### src/rtl/core/htco_pkg.sv
// shared types and codes for the head-tracking channel override block
`timescale 1ns / 1ps

package htco_pkg;

  // input operation codes, carried on s_tuser
  localparam logic [2:0] OP_PACKET_START = 3'd0;
  localparam logic [2:0] OP_PAYLOAD_WORD = 3'd1;
  localparam logic [2:0] OP_PACKET_END   = 3'd2;
  localparam logic [2:0] OP_OVERRIDE     = 3'd3;
  localparam logic [2:0] OP_PUBLISH      = 3'd4;

  // configuration register indexes
  localparam int unsigned CFG_ADDR_W = 1;
  localparam logic [CFG_ADDR_W-1:0] CFG_START_CHANNEL = 1'b0;
  localparam logic [CFG_ADDR_W-1:0] CFG_STALE_TIMEOUT = 1'b1;

  localparam logic [15:0] NO_UPDATE_WORD      = 16'hffff;
  localparam logic [15:0] STALE_TIMEOUT_RESET = 16'd1000;

  // one result transfer
  typedef struct packed {
    logic [7:0]  packed_byte;
    logic [31:0] channel_value;
    logic        last_of_run;
  } result_t;

endpackage

### src/rtl/core/head_tracking_channel_override.sv
// top level of the head-tracking channel override block
//
//  channel  | dir | handshake         | payload
//  ---------+-----+-------------------+--------------------------------------------
//  s_       | in  | s_tvalid/s_tready | s_tuser op, s_tdata time/word/index/value
//  m_       | out | m_tvalid/m_tready | m_tdata value/byte, m_tlast last of run
//  cfg_     | in  | cfg_we            | cfg_addr register index, cfg_wdata value
//
// packet_start, payload word and packet_end are handled in the idle state.
// an override reads the value memory, then loads the result into the output stage.
// a publish reads the channels from the value memory in turn and emits each packed
// byte as it fills; an unchanged table returns to idle without sending anything.
// one item is in work at a time; a stalled m_ side holds the block in its current step.
// rst is synchronous; it clears the valid bits, timestamps and start channel and resets the stale timeout.
`timescale 1ns / 1ps

module head_tracking_channel_override #(
  parameter int NUM_CHANNELS = 16,
  parameter int PACK_BITS    = 11
) (
  input  logic        clk,
  input  logic        rst,
  input  logic        s_tvalid,
  output logic        s_tready,
  input  logic [87:0] s_tdata,   // time_ms [31:0], payload_word [47:32],
                                 // channel_index [51:48], channel_value_in [83:52]
  input  logic [2:0]  s_tuser,   // operation
  output logic        m_tvalid,
  input  logic        m_tready,
  output logic [39:0] m_tdata,   // channel_value [31:0], packed_byte [39:32]
  output logic        m_tlast,   // last_of_run
  input  logic        cfg_we,
  input  logic [htco_pkg::CFG_ADDR_W-1:0] cfg_addr,
  input  logic [15:0] cfg_wdata
);

  localparam int AW         = (NUM_CHANNELS > 1) ? $clog2(NUM_CHANNELS) : 1;
  localparam int PW         = $clog2(NUM_CHANNELS + 1);
  localparam int PACK_BYTES = (NUM_CHANNELS * PACK_BITS) / 8;
  localparam int BCW        = (PACK_BYTES > 1) ? $clog2(PACK_BYTES) : 1;

  typedef enum logic [1:0] {
    S_IDLE,
    S_OVR,
    S_PUB_LOAD,
    S_PUB_EMIT
  } state_t;

  state_t            state;
  logic [NUM_CHANNELS-1:0] valid_bits;
  logic [PW-1:0]     fill_ptr;
  logic [31:0]       last_valid_time;
  logic [31:0]       last_sent_time;
  logic [3:0]        start_channel;
  logic [15:0]       stale_timeout;
  logic [31:0]       time_r;
  logic [31:0]       chan_in_r;
  logic [AW-1:0]     idx_addr_r;
  logic              idx_ok_r;
  logic [PW-1:0]     ch;
  logic [23:0]       acc;
  logic [4:0]        bits;
  logic [BCW-1:0]    bcnt;

  // input fields
  logic [31:0] in_time;
  logic [15:0] in_word;
  logic [3:0]  in_idx;
  logic [31:0] in_chan;
  assign in_time = s_tdata[31:0];
  assign in_word = s_tdata[47:32];
  assign in_idx  = s_tdata[51:48];
  assign in_chan = s_tdata[83:52];

  logic accept;
  assign s_tready = (state == S_IDLE);
  assign accept   = s_tvalid && s_tready;

  logic [5:0] idx_wide;
  logic [5:0] start_wide;
  logic [5:0] fill_start;
  assign idx_wide   = {2'b00, in_idx};
  assign start_wide = {2'b00, start_channel};
  assign fill_start = (start_wide >= 6'(NUM_CHANNELS)) ? 6'(NUM_CHANNELS) : start_wide;

  logic fill_ok;
  assign fill_ok = fill_ptr < PW'(NUM_CHANNELS);

  logic [PW-1:0] ch_next;
  assign ch_next = ch + 1'b1;

  // value memory access
  logic          ram_we;
  logic          ram_re;
  logic [AW-1:0] ram_raddr;
  logic [15:0]   ram_rdata;

  always_comb begin
    ram_we    = accept && (s_tuser == htco_pkg::OP_PAYLOAD_WORD) && fill_ok &&
                (in_word != htco_pkg::NO_UPDATE_WORD);
    ram_re    = 1'b0;
    ram_raddr = idx_wide[AW-1:0];
    if (accept && (s_tuser == htco_pkg::OP_OVERRIDE)) begin
      ram_re = 1'b1;
    end else if (accept && (s_tuser == htco_pkg::OP_PUBLISH)) begin
      ram_re    = 1'b1;
      ram_raddr = '0;
    end else if (state == S_PUB_LOAD) begin
      ram_re    = ch_next < PW'(NUM_CHANNELS);
      ram_raddr = ch_next[AW-1:0];
    end
  end

  htco_value_ram #(
    .DEPTH (NUM_CHANNELS),
    .AW    (AW)
  ) u_ram (
    .clk   (clk),
    .we    (ram_we),
    .waddr (fill_ptr[AW-1:0]),
    .wdata (in_word),
    .re    (ram_re),
    .raddr (ram_raddr),
    .rdata (ram_rdata)
  );

  // override decision
  logic [31:0] age;
  logic        hit;
  assign age = time_r - last_valid_time;
  assign hit = (age <= {16'd0, stale_timeout}) && idx_ok_r && valid_bits[idx_addr_r];

  // publish packing
  logic [15:0] pack_val;
  logic [23:0] acc_load;
  logic [4:0]  bits_left;
  assign pack_val  = valid_bits[ch[AW-1:0]] ?
                     (ram_rdata & 16'((32'd1 << PACK_BITS) - 32'd1)) : 16'd0;
  assign acc_load  = acc | ({8'd0, pack_val} << bits);
  assign bits_left = bits - 5'd8;

  // output stage
  logic              out_free;
  logic              out_load;
  htco_pkg::result_t out_din;

  always_comb begin
    out_load              = 1'b0;
    out_din.channel_value = hit ? {16'd0, ram_rdata} : chan_in_r;
    out_din.packed_byte   = 8'd0;
    out_din.last_of_run   = 1'b1;
    if (state == S_OVR) begin
      out_load = 1'b1;
    end else if ((state == S_PUB_EMIT) && (bits >= 5'd8)) begin
      out_load              = 1'b1;
      out_din.channel_value = 32'd0;
      out_din.packed_byte   = acc[7:0];
      out_din.last_of_run   = bcnt == BCW'(PACK_BYTES - 1);
    end
  end

  htco_out_reg u_out (
    .clk      (clk),
    .rst      (rst),
    .load     (out_load),
    .din      (out_din),
    .free     (out_free),
    .m_tvalid (m_tvalid),
    .m_tready (m_tready),
    .m_tdata  (m_tdata),
    .m_tlast  (m_tlast)
  );

  always_ff @(posedge clk) begin
    if (rst) begin
      state           <= S_IDLE;
      valid_bits      <= '0;
      fill_ptr        <= '0;
      last_valid_time <= '0;
      last_sent_time  <= '0;
      start_channel   <= '0;
      stale_timeout   <= htco_pkg::STALE_TIMEOUT_RESET;
    end else begin
      if (cfg_we) begin
        unique case (cfg_addr)
          htco_pkg::CFG_START_CHANNEL: start_channel <= cfg_wdata[3:0];
          htco_pkg::CFG_STALE_TIMEOUT: stale_timeout <= cfg_wdata;
          default: ;
        endcase
      end
      unique case (state)
        S_IDLE: begin
          if (accept) begin
            time_r     <= in_time;
            chan_in_r  <= in_chan;
            idx_addr_r <= idx_wide[AW-1:0];
            idx_ok_r   <= idx_wide < 6'(NUM_CHANNELS);
            unique case (s_tuser)
              htco_pkg::OP_PACKET_START: begin
                valid_bits <= '0;
                fill_ptr   <= fill_start[PW-1:0];
              end
              htco_pkg::OP_PAYLOAD_WORD: begin
                if (fill_ok) begin
                  valid_bits[fill_ptr[AW-1:0]] <= in_word != htco_pkg::NO_UPDATE_WORD;
                  fill_ptr <= fill_ptr + 1'b1;
                end
              end
              htco_pkg::OP_PACKET_END: begin
                last_valid_time <= in_time;
              end
              htco_pkg::OP_OVERRIDE: begin
                state <= S_OVR;
              end
              htco_pkg::OP_PUBLISH: begin
                // unchanged table since last publish sends nothing
                if (last_sent_time != last_valid_time) begin
                  last_sent_time <= last_valid_time;
                  ch    <= '0;
                  acc   <= '0;
                  bits  <= '0;
                  bcnt  <= '0;
                  state <= S_PUB_LOAD;
                end
              end
              default: ;
            endcase
          end
        end
        S_OVR: begin
          if (out_free) begin
            state <= S_IDLE;
          end
        end
        S_PUB_LOAD: begin
          acc   <= acc_load;
          bits  <= bits + 5'(PACK_BITS);
          ch    <= ch_next;
          state <= S_PUB_EMIT;
        end
        S_PUB_EMIT: begin
          if (bits >= 5'd8) begin
            if (out_free) begin
              acc  <= acc >> 8;
              bits <= bits_left;
              bcnt <= bcnt + 1'b1;
              if (bits_left < 5'd8) begin
                state <= (ch == PW'(NUM_CHANNELS)) ? S_IDLE : S_PUB_LOAD;
              end
            end
          end else begin
            // bits short of a byte carry into the next channel; after the last channel they are dropped
            state <= (ch == PW'(NUM_CHANNELS)) ? S_IDLE : S_PUB_LOAD;
          end
        end
        default: state <= S_IDLE;
      endcase
    end
  end

endmodule

### src/rtl/core/htco_value_ram.sv
// channel value store: one write port, one read port with registered data
`timescale 1ns / 1ps

module htco_value_ram #(
  parameter int DEPTH = 16,
  parameter int AW    = 4
) (
  input  logic          clk,
  input  logic          we,
  input  logic [AW-1:0] waddr,
  input  logic [15:0]   wdata,
  input  logic          re,
  input  logic [AW-1:0] raddr,
  output logic [15:0]   rdata
);

  logic [15:0] mem [DEPTH];

  always_ff @(posedge clk) begin
    if (we) begin
      mem[waddr] <= wdata;
    end
    if (re) begin
      rdata <= mem[raddr];
    end
  end

endmodule

### src/rtl/core/htco_out_reg.sv
// output register stage for result transfers
`timescale 1ns / 1ps

module htco_out_reg (
  input  logic             clk,
  input  logic             rst,
  input  logic             load,
  input  htco_pkg::result_t din,
  output logic             free,
  output logic             m_tvalid,
  input  logic             m_tready,
  output logic [39:0]      m_tdata,   // channel_value [31:0], packed_byte [39:32]
  output logic             m_tlast    // last_of_run
);

  htco_pkg::result_t hold;
  logic              full;

  // slot can take a new result when empty or being drained this cycle
  assign free = !full || m_tready;

  always_ff @(posedge clk) begin
    if (rst) begin
      full <= 1'b0;
    end else if (free) begin
      full <= load;
    end
    if (free && load) begin
      hold <= din;
    end
  end

  assign m_tvalid = full;
  assign m_tdata  = {hold.packed_byte, hold.channel_value};
  assign m_tlast  = hold.last_of_run;

endmodule

### config.mk
export PLATFORM = sky130hd
export DESIGN_NAME = head_tracking_channel_override
export DESIGN_NICKNAME = d
export VERILOG_FILES = /design/src/rtl/core/htco_pkg.sv /design/src/rtl/core/head_tracking_channel_override.sv /design/src/rtl/core/htco_value_ram.sv /design/src/rtl/core/htco_out_reg.sv
export SDC_FILE = /design/constraint.sdc
export NUM_CORES = 1
export LEC_CHECK = 0
export ABC_AREA = 1
export ABC_CLOCK_PERIOD_IN_PS = 5400
export CORE_ASPECT_RATIO = 1.1
export CORE_MARGIN = 2
export CORE_UTILIZATION = 50
export CTS_BUF_LIST = sky130_fd_sc_hd__clkbuf_4 sky130_fd_sc_hd__clkbuf_8 sky130_fd_sc_hd__clkbuf_16
export CTS_CLUSTER_DIAMETER = 60
export DETAILED_ROUTE_END_ITERATION = 8
export DONT_BUFFER_PORTS = 1
export PLACE_DENSITY = 0.7
export SLEW_MARGIN = 0
export SYNTH_ARGS = -nofsm -noshare
export SYNTH_HDL_FRONTEND = slang
export SYNTH_SLANG_ARGS = --single-unit
### constraint.sdc
create_clock -name clk -period 5.4 [get_ports clk]
set_clock_uncertainty 0.15 [all_clocks]
set_input_delay 0.27 -clock clk [delete_from_list [all_inputs] [get_ports clk]]
set_output_delay 0.27 -clock clk [all_outputs]
set_load 0.1 [all_outputs]
==> impl_metrics.ini <==
[cts]
insertion_delay_ns = 0.64
cts_resized = 0
cts_max_level = 2
cts_buffers = 55
holdBufCountCts = 117
cts_tree = done
clk_pin_slew_ns = 0.06
cts_sinks = 528
cts_buffer_depth = 3
postCtsSetupBuffers = 0
cts_root_buffer = clkbuf_16

[synth]
synth_edf_count = 420
ys_warn_count = 0
yosys.area.top_type = edfxtp_1
syn-instance-count = 2612
async_flop_share_pct = 0
syn_area_mm2 = 0.02493
syn_avg_cell_area_um2 = 9.544
ys_ff_latch = 528
synth_nets = 2784
netlist.area_leader.share_pct = 50.59
netlist_top_cells_count = nand2_1 (462), edfxtp_1 (420), nor2_1 (297)
synthDistinctLibCells = 45
synth-seq-area-share_pct = 59.27
synth.most_common_cell = nand2_1
synth_area_leaders = edfxtp_1 (51%), dfxtp_1 (8.7%), nand2_1 (7.0%)
synth-main-ff-cell = edfxtp_1

[worst_setup_path]
worst_ep_arrival_time_ns = 4.79
worstReg2RegStart = last_valid_time[4]
crit_path_start_kind = register
reg2reg_slack_ns = 0.94
cp-startpoint = last_valid_time[4]
worstPathRequired_ns = 5.73
endpoint_kind = register
critical_path_class = reg2reg
timing.rr.end = u_out.m_tdata[1]
r2r_cells = 22
worst-path-max-fanout = 32

[min_path]
holdPathEnd = state[0]
hold_depth = 7
worstHoldStart = s_tuser[2]
hold_class = in2reg

[power_and_ir_drop]
seqPwrFrac_pct = 48.8
leakage_nw = 11.04
power.share.switching_pct = 25.72
p_total_w = 0.009490
intPower_w = 0.007049
clkPwrFrac_pct = 41.3
p_per_area_mw_per_mm2 = 332.4
p_switching_w = 0.002441
ir_drop_uv = 314.5
p_comb_share_pct = 9.9

[timing]
slew_headroom_pct = 20.23
hold_violations = 0
setup-violations-final = 0
min_period_ns = 4.464
whs_ns = 0.04213
grt_setup_unrepaired = no
tightest_slew_ns = 1.195
drv_slew = 0
fmax_ghz = 0.2240
setup_tns_ns = 0
fin_crit_sh_pct = 82.66

[detailed_routing]
first_pass_iters = 5
drc_errors = 0
post_drt_via_cell_ratio = 5.662
ant_nets = 0
vias = 19230
detail_route.wl_per_cell_um = 19.63
routed_wl_mm = 66.70
drtIter0Drc = 1991

[grt]
grt_pass1_vias = 18500
gr-usage-all-layers_pct = 25.57
grt_pass1_wl_mm = 102.7
grt-ovfl-total = 0
antenna_found_initial = 6
grt_max_degree = 129

[cells_and_area]
nNetsFinal = 2862
drive_gt1_share_pct = 6.284
area_delta_synth_final_pct = 14.53

[die]
die_w_um = 216.9
die_area_mm2 = 0.05166
row_count = 85
start_util_pct = 50.74
io_pins = 156
coreArea_mm2 = 0.04913
die_y_um = 238.2

[placed_design]
gp_congestion = 0.9236
dpl.hpwl_mm = 41.73
portBuffers = 0

[outcome]
status = complete, no violations

[flow_run]
max_cap_viol_count = 0
registers in the layout, summed over array words and instances, names as in the netlist, 24 cells and up:
name / count
u_ram.mem: 256
u_out.m_tdata: 40
chan_in_r: 32
last_sent_time: 32
last_valid_time: 32
time_r: 32
acc: 24
worst max-delay path: stages (launching register included):
cell,delay (ns)
dfxtp_1,0.42
inv_1,0.09
ha_1,0.36
nand2_1,0.09
nand2_1,0.09
a21oi_1,0.19
nand2_2,0.12
nand2_1,0.07
nand2_1,0.08
xor2_1,0.16
ha_1,0.31
nand2_1,0.09
nor3_1,0.27
nand3_1,0.11
nand2_1,0.11
nand3_1,0.08
nor2_1,0.15
nand2_1,0.11
nor2_4,0.38
nand3_4,0.47
nand2_1,0.19
inv_1,0.07
nor2_1,0.16
cell families (layout without fill, tap and decap cells):
kind of cell	count (synthesis)	count (layout)	synth area share (%)
adder cells (fa/ha/maj)	59	59	2.991
flip-flops	528	528	59.27
XOR/XNOR	39	39	1.370
AO/OA/AOI/OAI	536	536	12.01
AND/OR/NAND/NOR	1033	1033	17.79
other	0	8	0
buffers and inverters	417	542	6.575
layout make-up:
| class | instances | area [um2] |
|---|---|---|
| fill | 4106 | 20580 |
| sequential | 528 | 14770 |
| multi-input combinational | 1667 | 8548 |
| clock buffer | 69 | 1513 |
| timing repair buffer | 134 | 1341 |
| inverter | 304 | 1142 |
| tap | 652 | 815.8 |
| clock inverter | 35 | 395.4 |
| antenna | 8 | 20.02 |
how the worst max path moves through the flow:
| stage | end | slack, ns | cells past startpoint |
|---|---|---|---|
| floorplan | chan_in_r[0] | 0.60 | 5 |
| global placement | u_out.m_tdata[19] | 1.13 | 23 |
| detailed placement | u_out.m_tdata[24] | 1.0 | 23 |
| CTS | u_out.m_tdata[24] | 0.97 | 22 |
| global route | u_out.m_tdata[1] | 0.56 | 25 |
| finish | u_out.m_tdata[1] | 0.94 | 22 |
power groups by stage:
| stage | Combinational, W | Sequential, W | Clock (W) |
|---|---|---|---|
| 5_1_grt | 0.00104 | 0.00464 | 0.00415 |
| 2_1_floorplan | 0.000606 | 0.00469 | 0 |
| 3_3_place_gp | 0.000787 | 0.00471 | 0 |
| 6_report | 0.000935 | 0.00463 | 0.00392 |
| 3_5_place_dp | 0.000808 | 0.00472 | 0 |
| 4_1_cts | 0.000923 | 0.00463 | 0.00398 |
layout by cell type, fill, tap and decap left out, types with 55 or more instances in the layout:
cell	netlist	final
o21ai_0	249	248
clkbuf_16	0	55
nor2_1	297	295
edfxtp_1	420	420
dlygate4sd3_1	0	116
nand3_1	163	163
nand2_1	462	461
a21oi_1	154	154
dfxtp_1	108	108
ha_1	58	58
inv_1	290	290
routing by layer:
layer	global-route usage, %	part of all wire (%)
met2	42.71	48
met5	0	0
met3	4.729	7.1
met1	32.98	41
met4	10.32	3.7
stage by stage:
step           instances  instance area, um2  worst slack (ns)  util [%]
3_5_place_dp        3168               25430            0.9973     51.76
3_3_place_gp        3168               25430             1.131     51.76
5_1_grt             3396               28550            0.5584     58.10
2_1_floorplan       2612               24930            0.5984         -
4_1_cts             3389               28530            0.9707     58.06
6_report            3397               28550            0.9362     58.11
Note: power is estimated with default switching activity, not from simulation.
